--- config.mk ---
export PLATFORM = sky130hd
export DESIGN_NAME = vau_sqrt_pipe
export DESIGN_NICKNAME = d
export VERILOG_FILES = /design/src/design/vector3_arithmetic_unit_top_macros.svh /design/src/design/vau_pkg.sv /design/src/design/vau_sqrt_pipe.sv
export SDC_FILE = /design/constraint.sdc
export NUM_CORES = 2
export LEC_CHECK = 0
export BUFFER_PORTS_ARGS = -buffer_cell sky130_fd_sc_hd__buf_2
export CORE_UTILIZATION = 50
export CTS_BUF_LIST = sky130_fd_sc_hd__clkbuf_8
export DETAILED_ROUTE_END_ITERATION = 16
export PLACE_DENSITY = 0.65
export SYNTH_ARGS = -nofsm -noshare
export SYNTH_HDL_FRONTEND = slang
export SYNTH_MEMORY_MAX_BITS = 65536
export SYNTH_SLANG_ARGS = --single-unit
--- constraint.sdc ---
create_clock -name i_clk -period 11.26 [get_ports i_clk]
set_input_delay 1.689 -clock i_clk [delete_from_list [all_inputs] [get_ports i_clk]]
set_output_delay 1.689 -clock i_clk [all_outputs]
set_load 0.005 [all_outputs]
--- src/design/vector3_arithmetic_unit_top_macros.svh ---
// ----------------------------------------------------------------------------
// vector3 arithmetic unit assertion macros
// concurrent check wrappers, empty when SYNTH is defined
// ----------------------------------------------------------------------------
`ifndef VECTOR3_ARITHMETIC_UNIT_TOP_MACROS_SVH
`define VECTOR3_ARITHMETIC_UNIT_TOP_MACROS_SVH

`ifndef SYNTH
`define VAU_ASSERT_IMP(label, clk, rst_n, ante, cons) \
    label: assert property (@(posedge clk) disable iff (!(rst_n)) (ante) |-> (cons)) \
        else $error("vau check failed");
`define VAU_ASSERT_NXT(label, clk, rst_n, ante, cons) \
    label: assert property (@(posedge clk) disable iff (!(rst_n)) (ante) |=> (cons)) \
        else $error("vau check failed");
`else
`define VAU_ASSERT_IMP(label, clk, rst_n, ante, cons)
`define VAU_ASSERT_NXT(label, clk, rst_n, ante, cons)
`endif

`endif

--- src/design/vau_pkg.sv ---
// ----------------------------------------------------------------------------
// vau_pkg
// shared constants and codes of the vector3 arithmetic unit
// ----------------------------------------------------------------------------
package vau_pkg;

    localparam int DATA_WIDTH_DEF = 32;
    localparam int FRAC_BITS_DEF  = 16;

    typedef enum logic [2:0] {
        OP_ADD       = 3'd0,
        OP_SUB       = 3'd1,
        OP_SCALE     = 3'd2,
        OP_DIVIDE    = 3'd3,
        OP_LENGTH    = 3'd4,
        OP_NORMALIZE = 3'd5,
        OP_DOT       = 3'd6,
        OP_CROSS     = 3'd7
    } t_op;

    typedef enum logic [1:0] {
        ST_OK       = 2'd0,
        ST_DIV_ZERO = 2'd1,
        ST_OVERFLOW = 2'd2
    } t_status;

endpackage

--- src/design/vau_sqrt_pipe.sv ---
// ----------------------------------------------------------------------------
// vau_sqrt_pipe
// pipelined integer square root, one result bit per stage
// ----------------------------------------------------------------------------
module vau_sqrt_pipe #(
    parameter int DATA_WIDTH = vau_pkg::DATA_WIDTH_DEF,
    parameter int SIDE_W     = 1
) (
    input  logic                    i_clk,
    input  logic                    i_rst_n,
    input  logic                    i_en,
    input  logic                    i_valid,
    input  logic [2*DATA_WIDTH-1:0] i_rad,
    input  logic [SIDE_W-1:0]       i_side,
    output logic                    o_valid,
    output logic [DATA_WIDTH-1:0]   o_root,
    output logic [SIDE_W-1:0]       o_side
);
    localparam int W = DATA_WIDTH;

    logic [W+1:0]    r_rem   [W];
    logic [W-1:0]    r_root  [W];
    logic [2*W-1:0]  r_bits  [W];
    logic [SIDE_W-1:0] r_side [W];
    logic            r_valid [W];

    for (genvar k = 0; k < W; k++) begin : g_stage
        logic [W+1:0]      c_rem;
        logic [W-1:0]      c_root;
        logic [2*W-1:0]    c_bits;
        logic [SIDE_W-1:0] c_side;
        logic              c_valid;
        logic [W+1:0]      c_t;
        logic [W+1:0]      c_trial;
        logic              c_ge;
        logic [W+1:0]      n_rem;
        logic [W-1:0]      n_root;
        logic [2*W-1:0]    n_bits;

        if (k == 0) begin : g_first
            assign c_rem   = '0;
            assign c_root  = '0;
            assign c_bits  = i_rad;
            assign c_side  = i_side;
            assign c_valid = i_valid;
        end else begin : g_next
            assign c_rem   = r_rem[k-1];
            assign c_root  = r_root[k-1];
            assign c_bits  = r_bits[k-1];
            assign c_side  = r_side[k-1];
            assign c_valid = r_valid[k-1];
        end

        assign c_t     = {c_rem[W-1:0], c_bits[2*W-1 -: 2]};
        assign c_trial = {1'b0, c_root[W-2:0], 2'b01};
        assign c_ge    = (c_t >= c_trial);
        assign n_rem   = c_ge ? (c_t - c_trial) : c_t;
        assign n_root  = {c_root[W-2:0], c_ge};
        assign n_bits  = {c_bits[2*W-3:0], 2'b00};

        always_ff @(posedge i_clk) begin
            if (i_en) begin
                r_rem[k]  <= n_rem;
                r_root[k] <= n_root;
                r_bits[k] <= n_bits;
                r_side[k] <= c_side;
            end
        end

        always_ff @(posedge i_clk) begin
            if (!i_rst_n) begin
                r_valid[k] <= 1'b0;
            end else if (i_en) begin
                r_valid[k] <= c_valid;
            end
        end
    end

    assign o_valid = r_valid[W-1];
    assign o_root  = r_root[W-1];
    assign o_side  = r_side[W-1];

endmodule

==> impl_metrics.json <==
{
  "switching_share_pct": 29.3,
  "regToRegStartpoint": "r_rem[1][340]",
  "critical_path.cell_chain": "ha_1 -> nor2b_1 -> o21a_1 -> o211a_1 -> o41ai_2 -> a31oi_1 -> o21ai_0 -> o21ai_1 -> a211oi_4 -> buf_4 -> inv_1 -> mux2_2",
  "syn-num-nets": 9483,
  "cts_inserted_buffers": 423,
  "post-dp-hpwl_um": 163000,
  "grt_usage_pct": 19.4,
  "syn_area_um2": 116000,
  "fmaxAchievable_mhz": 217,
  "syn_avg_cell_area_um2": 13.1,
  "outcome": "completed",
  "critPathArrivalTime_ns": 5.39,
  "powerDensity_nw_per_um2": 200,
  "gp_congestion": 0.876,
  "critical_path.max_fanout": 36,
  "post-route-drc-count": 0,
  "cts_tree": "done",
  "syn_inst": 8853,
  "combPwrFrac_pct": 21.3,
  "multiInputGateArea_um2": 37000,
  "critPathKind": "flip-flop to flip-flop",
  "clk_latency_ns": 1.07,
  "drv_cap": 0,
  "numClockSinks": 2529,
  "cts_max_level": 5,
  "via_count": 68700,
  "drt_wl_total_um": 231000,
  "core_area_um2": 230000,
  "fill_cells": 18900,
  "cp_slowest_cell": "a211oi_4",
  "hp-class": "flip-flop to flip-flop",
  "grt_pass1_wl_um": 364000,
  "skew_ns": 0.0843,
  "hold_start": "r_bits[0][327]",
  "rsz0062_at_grt": "no",
  "synth_seq_cells": 2529,
  "dp_cells": 11900,
  "worst_slew_pin_slew_ns": 1.29,
  "num-nets-final": 9889,
  "antenna_found_initial": 8,
  "fin_area_um2": 128000,
  "synth_cell_type_count": 91,
  "share_seq_of_total_power_pct": 49.7,
  "path_clk_slew_ns": 0.06,
  "irDropWorstVdd_v": 0.000123,
  "switchingPower_mw": 7.49,
  "post_dp_cell_area_um2": 120000,
  "synthFlopType": "edfxtp_1",
  "synth_edf_count": 2528,
  "final_cells": 12600,
  "finalSetupViolations": 0,
  "clkPwrFrac_pct": 29.0,
  "dr.pass1.iters": 6,
  "ant_nets": 0,
  "critical_path.top_delay_family": "compound AO/OA/AOI/OAI gates",
  "crit_required_ns": 12.04,
  "setup_tns_ns": 0,
  "ys_warn_count": 0,
  "worstSetupEndpointType": "flip-flop",
  "yosysMostFrequentCell": "edfxtp_1",
  "die_w_um": 484,
  "syn_to_final_growth_pct": 10.3,
  "drive_gt1_share_pct": 8.70,
  "cts_hold_buf": 0,
  "grt_remaining_overflow": 0,
  "post-cts-setup-buffers": 0,
  "synthTopCellsByCount": "2528 x edfxtp_1, 691 x inv_1, 655 x nand2_1",
  "seq_area_um2": 75900,
  "avgRoutedWirePerCell_um": 18.3,
  "crit_start": "r_rem[1][340]",
  "hold_violations": 0,
  "drv_slew": 0,
  "start_util_pct": 50.4,
  "drtIter0Drc": 5198,
  "min_period_ns": 4.61,
  "die_h_um": 484,
  "path_buf_inv": 2,
  "start_kind": "flip-flop",
  "fin_crit_sh_pct": 41.0,
  "cts_root_buf": "clkbuf_8",
  "die_area_um2": 234000,
  "max_slew_margin_pct": 11.6,
  "num_rows": 176,
  "io_pins": 103,
  "cpPeakStageDelay_ns": 0.68,
  "power_leakage_nw": 49.4,
  "grt_max_degree": 192,
  "seq_area_frac_synth_pct": 65.4,
  "cts_resized": 0,
  "clockBufferDepth": 4,
  "synthDominantCellAreaShare_pct": 65.4,
  "ys_top_cells_by_area": "edfxtp_1 65%, ha_1 6.0%, xor2_1 3.1%, xnor2_1 2.8%, o21ai_0 2.3%",
  "synth-async-reset-ratio_pct": 0,
  "p_int_mw": 18.1,
  "reg2reg_slack_ns": 6.65,
  "vias_per_cell": 5.45,
  "yosysTopAreaCell": "edfxtp_1",
  "grt_pass1_vias": 68000,
  "port_buffers": 102
}
[path summary, 6_finish.rpt]
| kind | cells after the start | end |
|---|---|---|
| worst max-delay path | 12 | r_rem[1][388] |
| worst min-delay path | 0 | r_bits[0][391] |
| worst max register to register | 12 | r_rem[1][388] |
| worst min register to register | 0 | r_bits[0][391] |
[sequential cells by signal, indices dropped and copies added (netlist names)]
signal   count
r_rem      945
r_bits     992
r_valid     32
r_side      32
r_root     528
[power by group through the flow]
stage	Combinational, mW	Sequential [mW]	Clock, mW
after floorplan	4.01	12.5	0
after global routing	6.06	12.8	8.11
after detailed placement	5.39	12.9	0
after global placement	5.33	12.9	0
after CTS	5.44	12.7	7.72
final	5.44	12.7	7.43
[cell type report]
class | instances | area share, %
inverter | 696 | 2.04
multi-input combinational | 5463 | 28.9
antenna | 3 | 0.00587
clock buffer | 427 | 4.59
clock inverter | 313 | 1.38
sequential | 2529 | 59.3
timing repair buffer | 146 | 0.786
tap | 3026 | 2.96
[layout by cell type (no fill, tap or decap), drive strengths merged, types with 135 or more instances in the layout]
cell | netlist | final
xor2 | 409 | 409
nand3 | 135 | 135
xnor2 | 368 | 368
inv | 692 | 827
buf | 13 | 146
nor3 | 194 | 194
clkbuf | 152 | 427
ha | 561 | 561
a21o | 223 | 223
nand2 | 655 | 655
nor2 | 524 | 524
a21oi | 497 | 497
o21ai | 527 | 527
edfxtp | 2528 | 2528
clkinv | 4 | 159
[cell families (layout without fill, tap and decap cells)]
| logic type | after synthesis | after routing | share of synthesized area, % |
|---|---|---|---|
| flip-flops | 2529 | 2529 | 65.4 |
| AND/OR/NAND/NOR | 2278 | 2278 | 9.64 |
| AO/OA/AOI/OAI | 1744 | 1744 | 9.23 |
| buffers and inverters | 861 | 1582 | 2.79 |
| XOR/XNOR | 777 | 777 | 5.87 |
| adder cells (fa/ha/maj) | 561 | 561 | 6.05 |
| multiplexers | 102 | 102 | 0.977 |
| other | 1 | 4 | 0.00323 |
[metrics by stage]
stage	setup slack [ns]	util (%)	power (mW)	hold slack [ns]
final	6.65	55.5	25.6	0.364
after global routing	6.33	55.5	27.0	0.377
after CTS	6.68	55.5	25.9	0.372
after detailed placement	6.49	52.2	18.3	0.405
after global placement	6.59	52.2	18.2	0.400
after floorplan	7.71	-	16.5	0.400
[metal layers]
| metal | share of wire (%) | track usage, % |
|---|---|---|
| met1 | 44 | 25.1 |
| met2 | 49 | 33.1 |
| met3 | 4.1 | 2.99 |
| met4 | 3.2 | 7.25 |
| met5 | 0 | 0 |
(Power assumes the default switching activity.)
